===== src/design/sivs_pkg.sv =====
// Shared types and constants for the sparse index vector store.
// Used by the top level, the list engine and the port checker; no dependencies.
`timescale 1ns / 1ps

package sivs_pkg;

  localparam int MAX_LENGTH_DEF = 64;

  localparam logic [6:0]  LEN_RESET = 7'd64;
  localparam logic [21:0] SUM_SAT   = 22'h3FFFFF;

  localparam logic FUNC_SET = 1'b0;
  localparam logic FUNC_GET = 1'b1;

  typedef struct packed {
    logic        func;
    logic [5:0]  position;
    logic [15:0] entry_value;
  } in_item_t;

  typedef struct packed {
    logic [15:0] read_value;
    logic        had_nonzero;
    logic        range_error;
    logic [6:0]  nonzero_count;
    logic [21:0] total_order;
    logic [15:0] largest_value;
    logic        last_nonzero;
  } out_item_t;

  // One slot of the sorted list.
  typedef struct packed {
    logic [5:0]  pos;
    logic [15:0] val;
  } entry_t;

  // Summary of the committed list.
  typedef struct packed {
    logic [6:0]  count;
    logic [21:0] sum;
    logic [15:0] max;
    logic [5:0]  last_pos;
  } stat_t;

  // What the engine hands back for one item.
  typedef struct packed {
    logic [15:0] read_value;
    logic        had;
    stat_t       stat;
  } res_t;

endpackage


===== src/design/sparse_index_vector_store.sv =====
// Sparse index vector store, top level: handshakes, length register, result register.
// Depends on sivs_pkg and sivs_list.
//
// Usage:
//   in  channel (in_valid/in_ready/in_item): one beat is a set (func 0) or a
//       get (func 1) of one position. A set writes, inserts or (with a zero
//       value) erases; a get reads the value, zero when absent.
//   out channel (out_valid/out_ready/out_item): exactly one beat per input
//       beat, in order, carrying read value, prior presence, range error and
//       the list summary (count, saturated sum, maximum, last component).
//   cfg channel (cfg_valid/cfg_ready/cfg_data): writes length_in_use; always
//       ready. Write it only while no item is in flight.
// Timing: each item makes one pass over the whole sorted list held in a
//   single synchronous memory, one slot per cycle, then a finish step
//   commits the list summary and the result waits in the engine for
//   handoff to the result register; a position at or beyond the length in
//   use skips the pass and goes straight to handoff. One item is worked on
//   at a time: the next beat is taken the cycle after a result enters the
//   result register.
// Stall: the result register holds the last result while out_ready is low;
//   the next item is still accepted and worked, and its result waits in the
//   engine until the register frees.
// Reset: list empty, sum and maximum zero, length_in_use = 64. The list
//   memory itself is not cleared; the entry count bounds every read.
`timescale 1ns / 1ps

module sparse_index_vector_store #(
  parameter int MAX_LENGTH = sivs_pkg::MAX_LENGTH_DEF
) (
  input  logic                clk,
  input  logic                rst,
  input  logic                in_valid,
  output logic                in_ready,
  input  sivs_pkg::in_item_t  in_item,
  output logic                out_valid,
  input  logic                out_ready,
  output sivs_pkg::out_item_t out_item,
  input  logic                cfg_valid,
  output logic                cfg_ready,
  input  logic [6:0]          cfg_data
);
  import sivs_pkg::*;

  logic [6:0]  length_in_use;
  logic        busy;
  logic        range_err;
  logic [31:0] len_eff;
  logic        in_err;
  logic        accept;
  logic        done_valid;
  logic        done_ready;
  res_t        done_res;
  logic        last_hit;

  // Saturate the register to the storage depth
  assign len_eff = (32'(length_in_use) > 32'(MAX_LENGTH)) ? 32'(MAX_LENGTH)
                                                          : 32'(length_in_use);
  assign in_err  = 32'(in_item.position) >= len_eff;

  assign in_ready   = !busy;
  assign accept     = in_valid && in_ready;
  assign cfg_ready  = 1'b1;
  assign done_ready = !out_valid || out_ready;

  // Final component is nonzero when the list tail sits at length - 1
  assign last_hit = (done_res.stat.count != 7'd0) && (len_eff != 32'd0) &&
                    (32'(done_res.stat.last_pos) == len_eff - 32'd1);

  sivs_list #(
    .MAX_LENGTH(MAX_LENGTH)
  ) u_list (
    .clk       (clk),
    .rst       (rst),
    .start     (accept),
    .skip      (in_err),
    .item      (in_item),
    .done_valid(done_valid),
    .done_ready(done_ready),
    .done_res  (done_res)
  );

  // Length register
  always_ff @(posedge clk) begin
    if (rst) begin
      length_in_use <= LEN_RESET;
    end else if (cfg_valid && cfg_ready) begin
      length_in_use <= cfg_data;
    end
  end

  // Hold busy from accept until the engine hands the result over
  always_ff @(posedge clk) begin
    if (rst) begin
      busy <= 1'b0;
    end else if (accept) begin
      busy      <= 1'b1;
      range_err <= in_err;
    end else if (done_valid && done_ready) begin
      busy <= 1'b0;
    end
  end

  // Result register: load on engine handoff, drop on downstream take
  always_ff @(posedge clk) begin
    if (rst) begin
      out_valid <= 1'b0;
    end else begin
      if (done_valid && done_ready) begin
        out_valid              <= 1'b1;
        out_item.read_value    <= done_res.read_value;
        out_item.had_nonzero   <= done_res.had;
        out_item.range_error   <= range_err;
        out_item.nonzero_count <= done_res.stat.count;
        out_item.total_order   <= done_res.stat.sum;
        out_item.largest_value <= done_res.stat.max;
        out_item.last_nonzero  <= last_hit;
      end else if (out_ready) begin
        out_valid <= 1'b0;
      end
    end
  end

endmodule


===== src/design/sivs_list.sv =====
// Sorted list engine: list memory, one read/modify/write pass per item that is not skipped.
// Depends on sivs_pkg.
`timescale 1ns / 1ps

module sivs_list #(
  parameter int MAX_LENGTH = sivs_pkg::MAX_LENGTH_DEF
) (
  input  logic              clk,
  input  logic              rst,
  input  logic              start,
  input  logic              skip,
  input  sivs_pkg::in_item_t item,
  output logic              done_valid,
  input  logic              done_ready,
  output sivs_pkg::res_t    done_res
);
  import sivs_pkg::*;

  localparam int IDX_W = $clog2(MAX_LENGTH);
  localparam int CNT_W = $clog2(MAX_LENGTH + 1);
  localparam int SUM_W = 16 + CNT_W;
  localparam logic [CNT_W-1:0] MAX_CNT = CNT_W'(MAX_LENGTH);

  localparam logic [1:0] S_IDLE = 2'd0;
  localparam logic [1:0] S_SCAN = 2'd1;
  localparam logic [1:0] S_FIN  = 2'd2;
  localparam logic [1:0] S_DONE = 2'd3;

  logic [1:0] state;

  entry_t mem [MAX_LENGTH];
  entry_t mem_q;

  // Committed list state
  logic [CNT_W-1:0] count;
  logic [21:0]      sum;
  logic [15:0]      max;
  logic [5:0]       last_pos;

  // Item under work
  logic        is_get;
  logic [5:0]  p;
  logic [15:0] v;

  // Pass state
  logic [CNT_W-1:0] rd_idx;
  logic [CNT_W-1:0] proc_idx;
  logic             q_valid;
  logic             settled;
  logic             shift_up;
  logic             shift_down;
  entry_t           carry;
  logic [SUM_W-1:0] acc_sum;
  logic [15:0]      acc_max;
  logic [5:0]       acc_last;
  logic             had;
  logic [15:0]      rd_val;
  res_t             res;

  logic             rd_en;
  logic [IDX_W-1:0] rd_addr;
  logic             wr_en;
  logic [IDX_W-1:0] wr_addr;
  entry_t           wr_data;
  logic             use_en;
  entry_t           use_e;
  logic             found_set;
  logic             settle;
  logic             up_set;
  logic             down_set;
  logic             carry_ld;
  logic             set_nz;
  logic             room;
  logic [CNT_W-1:0] prev_idx;
  entry_t           new_e;

  logic             add_en;
  entry_t           add_e;
  logic [CNT_W-1:0] count_fin;
  logic [SUM_W-1:0] sum_fin;
  logic [21:0]      sum_sat;
  logic [15:0]      max_fin;
  logic [5:0]       last_fin;

  assign set_nz   = (is_get == FUNC_SET) && (v != 16'd0);
  assign room     = count < MAX_CNT;
  assign prev_idx = proc_idx - CNT_W'(1);
  assign new_e    = '{pos: p, val: v};

  assign rd_en   = (state == S_SCAN) && (rd_idx < count);
  assign rd_addr = rd_idx[IDX_W-1:0];

  // End of pass: append the shifted-out carry or a new tail entry
  always_comb begin
    add_en = 1'b0;
    add_e  = carry;
    if (shift_up) begin
      add_en = 1'b1;
    end else if (!settled && set_nz && room) begin
      add_en = 1'b1;
      add_e  = new_e;
    end
    count_fin = count + CNT_W'(add_en) - CNT_W'(shift_down);
    sum_fin   = acc_sum + (add_en ? SUM_W'(add_e.val) : SUM_W'(0));
    max_fin   = (add_en && add_e.val > acc_max) ? add_e.val : acc_max;
    last_fin  = add_en ? add_e.pos : acc_last;
    sum_sat   = (32'(sum_fin) > 32'(SUM_SAT)) ? SUM_SAT : 22'(sum_fin);
  end

  // Per-slot decision while the read data streams in; append write at finish
  always_comb begin
    wr_en     = 1'b0;
    wr_addr   = proc_idx[IDX_W-1:0];
    wr_data   = mem_q;
    use_en    = 1'b0;
    use_e     = mem_q;
    found_set = 1'b0;
    settle    = 1'b0;
    up_set    = 1'b0;
    down_set  = 1'b0;
    carry_ld  = 1'b0;
    if (state == S_FIN) begin
      wr_en   = add_en;
      wr_addr = count[IDX_W-1:0];
      wr_data = add_e;
    end else if (state == S_SCAN && q_valid) begin
      if (shift_down) begin
        wr_en   = 1'b1;
        wr_addr = prev_idx[IDX_W-1:0];
        use_en  = 1'b1;
      end else if (shift_up) begin
        wr_en    = 1'b1;
        wr_data  = carry;
        use_en   = 1'b1;
        use_e    = carry;
        carry_ld = 1'b1;
      end else if (settled) begin
        use_en = 1'b1;
      end else if (mem_q.pos == p) begin
        settle    = 1'b1;
        found_set = 1'b1;
        if (set_nz) begin
          wr_en   = 1'b1;
          wr_data = new_e;
          use_en  = 1'b1;
          use_e   = new_e;
        end else if (is_get == FUNC_SET) begin
          down_set = 1'b1;
        end else begin
          use_en = 1'b1;
        end
      end else if (mem_q.pos > p) begin
        settle = 1'b1;
        if (set_nz && room) begin
          wr_en    = 1'b1;
          wr_data  = new_e;
          use_en   = 1'b1;
          use_e    = new_e;
          up_set   = 1'b1;
          carry_ld = 1'b1;
        end else begin
          use_en = 1'b1;
        end
      end else begin
        use_en = 1'b1;
      end
    end
  end

  always_ff @(posedge clk) begin
    if (wr_en) begin
      mem[wr_addr] <= wr_data;
    end
    if (rd_en) begin
      mem_q <= mem[rd_addr];
    end
  end

  always_ff @(posedge clk) begin
    if (rst) begin
      state    <= S_IDLE;
      count    <= '0;
      sum      <= '0;
      max      <= '0;
      last_pos <= '0;
      q_valid  <= 1'b0;
    end else begin
      case (state)
        S_IDLE: begin
          if (start) begin
            is_get     <= item.func;
            p          <= item.position;
            v          <= item.entry_value;
            rd_idx     <= '0;
            q_valid    <= 1'b0;
            settled    <= 1'b0;
            shift_up   <= 1'b0;
            shift_down <= 1'b0;
            acc_sum    <= '0;
            acc_max    <= '0;
            acc_last   <= '0;
            had        <= 1'b0;
            rd_val     <= '0;
            if (skip) begin
              res.read_value    <= '0;
              res.had           <= 1'b0;
              res.stat.count    <= 7'(32'(count));
              res.stat.sum      <= sum;
              res.stat.max      <= max;
              res.stat.last_pos <= last_pos;
              state             <= S_DONE;
            end else begin
              state <= S_SCAN;
            end
          end
        end
        S_SCAN: begin
          q_valid  <= rd_en;
          proc_idx <= rd_idx;
          if (rd_en) begin
            rd_idx <= rd_idx + CNT_W'(1);
          end
          if (use_en) begin
            acc_sum  <= acc_sum + SUM_W'(use_e.val);
            acc_last <= use_e.pos;
            if (use_e.val > acc_max) begin
              acc_max <= use_e.val;
            end
          end
          if (carry_ld) begin
            carry <= mem_q;
          end
          if (settle) begin
            settled <= 1'b1;
          end
          if (up_set) begin
            shift_up <= 1'b1;
          end
          if (down_set) begin
            shift_down <= 1'b1;
          end
          if (found_set) begin
            had    <= 1'b1;
            rd_val <= (is_get == FUNC_GET) ? mem_q.val : 16'd0;
          end
          if (!rd_en && !q_valid) begin
            state <= S_FIN;
          end
        end
        S_FIN: begin
          count             <= count_fin;
          sum               <= sum_sat;
          max               <= max_fin;
          last_pos          <= last_fin;
          res.read_value    <= rd_val;
          res.had           <= had;
          res.stat.count    <= 7'(32'(count_fin));
          res.stat.sum      <= sum_sat;
          res.stat.max      <= max_fin;
          res.stat.last_pos <= last_fin;
          state             <= S_DONE;
        end
        S_DONE: begin
          if (done_ready) begin
            state <= S_IDLE;
          end
        end
        default: begin
          state <= S_IDLE;
        end
      endcase
    end
  end

  assign done_valid = (state == S_DONE);
  assign done_res   = res;

endmodule


===== config.mk =====
export PLATFORM = sky130hd
export DESIGN_NAME = sparse_index_vector_store
export DESIGN_NICKNAME = d
export VERILOG_FILES = /design/src/design/sivs_pkg.sv /design/src/design/sparse_index_vector_store.sv /design/src/design/sivs_list.sv
export SDC_FILE = /design/constraint.sdc
export NUM_CORES = 2
export LEC_CHECK = 0
export BUFFER_PORTS_ARGS = -buffer_cell sky130_fd_sc_hd__buf_2
export CAP_MARGIN = 20
export CORE_MARGIN = 5
export CORE_UTILIZATION = 50
export CTS_CLUSTER_DIAMETER = 200
export DETAILED_ROUTE_END_ITERATION = 6
export GPL_TIMING_DRIVEN = 1
export PLACE_DENSITY = 0.79
export SLEW_MARGIN = 0
export SYNTH_ARGS = -nofsm -noshare
export SYNTH_HDL_FRONTEND = slang
export SYNTH_SLANG_ARGS = --single-unit

===== constraint.sdc =====
create_clock -name clk -period 5.5 [get_ports clk]
set_input_delay 1.1 -clock clk [delete_from_list [all_inputs] [get_ports clk]]
set_output_delay 1.1 -clock clk [all_outputs]
set_load 0.005 [all_outputs]

==> impl_metrics.tcl <==
set metrics [dict create \
    drv_slew 0 \
    drive_above_1_share 0.276 \
    grt_max_degree 137 \
    n_fill_cell 9976 \
    cap_viol_max_count 0 \
    tightestPinTransition_ns 1.13 \
    cpPeakStageDelay_ns 0.45 \
    slew_headroom 0.244 \
    gp_congestion 0.933 \
    yosysWarnings 0 \
    crit_arrival_ns 5.54 \
    grt_pass1_vias 36896 \
    cts_buffer_depth 3 \
    grt_pass1_wl_um 262000 \
    yosysTopAreaCellShare 0.717 \
    nNetsFinal 3907 \
    synth_nets 3684 \
    cp-end-kind "flop" \
    syn2layout_area_growth_pct 13.1 \
    io_buffers 100 \
    slowest_stage "edfxtp_1" \
    synthCells 3549 \
    grt_overflow_total 0 \
    power_w 0.0383 \
    multiInputGateArea_mm2 0.0182 \
    grt_antenna_before_repair 9 \
    cp-endpoint "u_list.acc_sum[22]$_SDFFCE_PN0P_" \
    syn_area_mm2 0.0706 \
    power.density_mw_per_mm2 479 \
    core_area_mm2 0.141 \
    ys_ff_latch 1749 \
    track_usage 0.246 \
    fin_skew_ns 0.0489 \
    cts_hold_buf 0 \
    cts-buffers-inserted 164 \
    synth_seq_area_share 0.735 \
    insertion_delay_ns 0.80 \
    peakVddDrop_mv 0.284 \
    die_h_um 386 \
    switching_share 0.298 \
    clk_pin_slew_ns 0.06 \
    seq_area_mm2 0.0519 \
    clock.fmax_mhz 204 \
    htree_levels 4 \
    io-pin-count 102 \
    reg2reg_slack_ns 0.59 \
    cp_cell_sequence "ha_1 -> a21o_1 -> a21o_1 -> a221oi_2 -> o21ai_1 -> and2_1 -> a31o_1 -> a221oi_2 -> ha_1 -> fa_1 -> a211oi_1 -> o21a_1 -> nor3_1 -> buf_4 -> o211a_1 -> nor2_1 -> a21o_1 -> or3_1 -> a21oi_1" \
    start_kind "flop" \
    wl_per_cell_um 31.4 \
    synth_flop_cell "edfxtp_1" \
    startpoint "u_list.mem_q[19]$_DFFE_PP_" \
    cp.required_ns 6.13 \
    synth_commonest_cells "edfxtp_1 (1,686), mux4_2 (462), nor2_1 (184), clkbuf_1 (112), nand2_1 (106)" \
    leakage_nw 25.7 \
    synth_area_per_cell_um2 19.9 \
    synth_top_cell_by_area "edfxtp_1" \
    cts_setup_buffers 0 \
    async_flop_share 0 \
    rr_endpoint "u_list.acc_sum[22]$_SDFFCE_PN0P_" \
    synth_edf_count 1686 \
    dieWidth_um 386 \
    final_util 0.567 \
    finalCriticalPeriod_ns 4.91 \
    vias 37008 \
    synth.most_common_cell "edfxtp_1" \
    critPathKind "flop to flop" \
    hold_viol_final 0 \
    dp_hpwl_um 98500 \
    grt_setup_unrepaired "false" \
    clock-sinks 1749 \
    path_max_fanout 7 \
    synth_cell_types 80 \
    finalNonFillerCells 5796 \
    wirelength_um 182000 \
    cts_root_buf "clkbuf_16" \
    drcViolationCount 0 \
    timing.final.crit_share 0.893 \
    drt_iter0_markers 5034 \
    status "complete, no violations" \
    cts_tree "built" \
    rows 138 \
    synth_area_leaders "edfxtp_1 (72%), mux4_2 (15%), dfxtp_1 (1.8%), ha_1 (1.7%), nor2_1 (0.98%)" \
    p_sw_w 0.0114 \
    dp.cells 5495 \
    finalSetupViolCount 0 \
    worstRegToRegCells 19 \
    dr.pass1.iters 7 \
    ant_nets 0 \
    vias_per_cell 6.39 \
    power_frac_comb 0.252 \
    dieArea_mm2 0.149 \
    hold_class "flop to flop" \
    cts_resized 0 \
    fin_tns_setup_ns 0 \
    intPower_w 0.0268 \
    initial_utilization 0.501 \
    r2r_start "u_list.mem_q[19]$_DFFE_PP_" \
    pwr-share-clk 0.306 \
    crit_top_cell "a21o_1" \
    p_seq_frac 0.442 \
]
-- per-layer routing --
metal | global-route usage | part of all wire | vias to the layer above
met2 | 0.394 | 0.48 | 2628
met5 | 0 | 0.00026 | -
met4 | 0.106 | 0.046 | 6
li1 | - | - | 14991
met1 | 0.324 | 0.36 | 18941
met3 | 0.0615 | 0.12 | 442
-- critical path: cells and delay by family (launching register included) --
family / cells / cell delay (ns)
compound gates: 11 / 2.43
fa+ha+maj: 3 / 0.84
buf+inv: 1 / 0.17
simple gates: 4 / 0.84
flops: 1 / 0.45
-- stage by stage --
step / hold slack [ns] / cell area [um2] / worst slack (ns)
after floorplan: 0.400 / 70600 / 0.143
after global placement: 0.401 / 74300 / 0.636
after detailed placement: 0.405 / 74300 / 0.633
after CTS: 0.419 / 79800 / 0.608
after global routing: 0.420 / 79900 / 0.342
final: 0.417 / 79900 / 0.589
-- worst min-delay path by stage --
stage                                           start  cells past startpoint                      to  slack (ns)
floorplan               u_list.done_res[15]$_DFFE_PP_                      0  out_item[10]$_DFFE_PP_        0.40
global placement        u_list.done_res[12]$_DFFE_PP_                      0   out_item[7]$_DFFE_PP_        0.40
detailed placement  u_list.done_res[57]$_SDFFCE_PN0P_                      0  out_item[53]$_DFFE_PP_        0.40
CTS                 u_list.done_res[54]$_SDFFCE_PN0P_                      0  out_item[50]$_DFFE_PP_        0.42
global route        u_list.done_res[65]$_SDFFCE_PN0P_                      0  out_item[61]$_DFFE_PP_        0.42
finish                  u_list.done_res[11]$_DFFE_PP_                      0   out_item[6]$_DFFE_PP_        0.42
-- layout by cell type, fill, tap and decap left out, drive strengths merged, types with 29 or more instances in the layout --
cell type / netlist / final
a21oi: 69 / 69
mux4: 462 / 462
clkinv: 1 / 64
o21a: 29 / 29
dfxtp: 63 / 63
nand2: 106 / 106
inv: 57 / 63
edfxtp: 1686 / 1686
buf: 66 / 234
nand3: 32 / 32
nor2: 185 / 185
mux2i: 29 / 29
ha: 97 / 97
o21ai: 77 / 77
and2: 90 / 90
clkbuf: 112 / 200
-- power by group through the flow --
stage | sequential, W | combinational [W] | clock (W)
floorplan | 0.0172 | 0.00605 | 0
global placement | 0.0172 | 0.00917 | 0
detailed placement | 0.0172 | 0.00940 | 0
CTS | 0.0169 | 0.00954 | 0.0118
global route | 0.0169 | 0.0102 | 0.0125
finish | 0.0169 | 0.00965 | 0.0117
-- cell families after synthesis --
logic type | count (synthesis) | share of synthesized area
muxes | 516 | 0.156
buffers and inverters | 236 | 0.0143
xor gates and xnor gates | 48 | 0.00595
other | 1 | 0.0000531
and+or+nand+nor | 549 | 0.0376
AOI/OAI and AO/OA | 350 | 0.0336
DFF | 1749 | 0.735
adders and majority gates | 100 | 0.0180
-- cell type report --
type                    count  area share
diodes                      2   0.0000627
clock buffers             199      0.0547
clock inverters            99      0.0145
inverters                  58     0.00273
multi-input cells        1564       0.228
flip-flops and latches   1749       0.650
well taps                1890      0.0296
repair buffers            235      0.0207
-- flip-flops by register name (all words and copies together) (netlist names), 22 cells and up --
signal	flops
u_list.mem	1408
u_list.done_res	68
out_item	64
u_list.acc_sum	23
u_list.carry	22
u_list.mem_q	22
u_list.sum	22
Note: power is estimated with default switching activity, not from simulation.
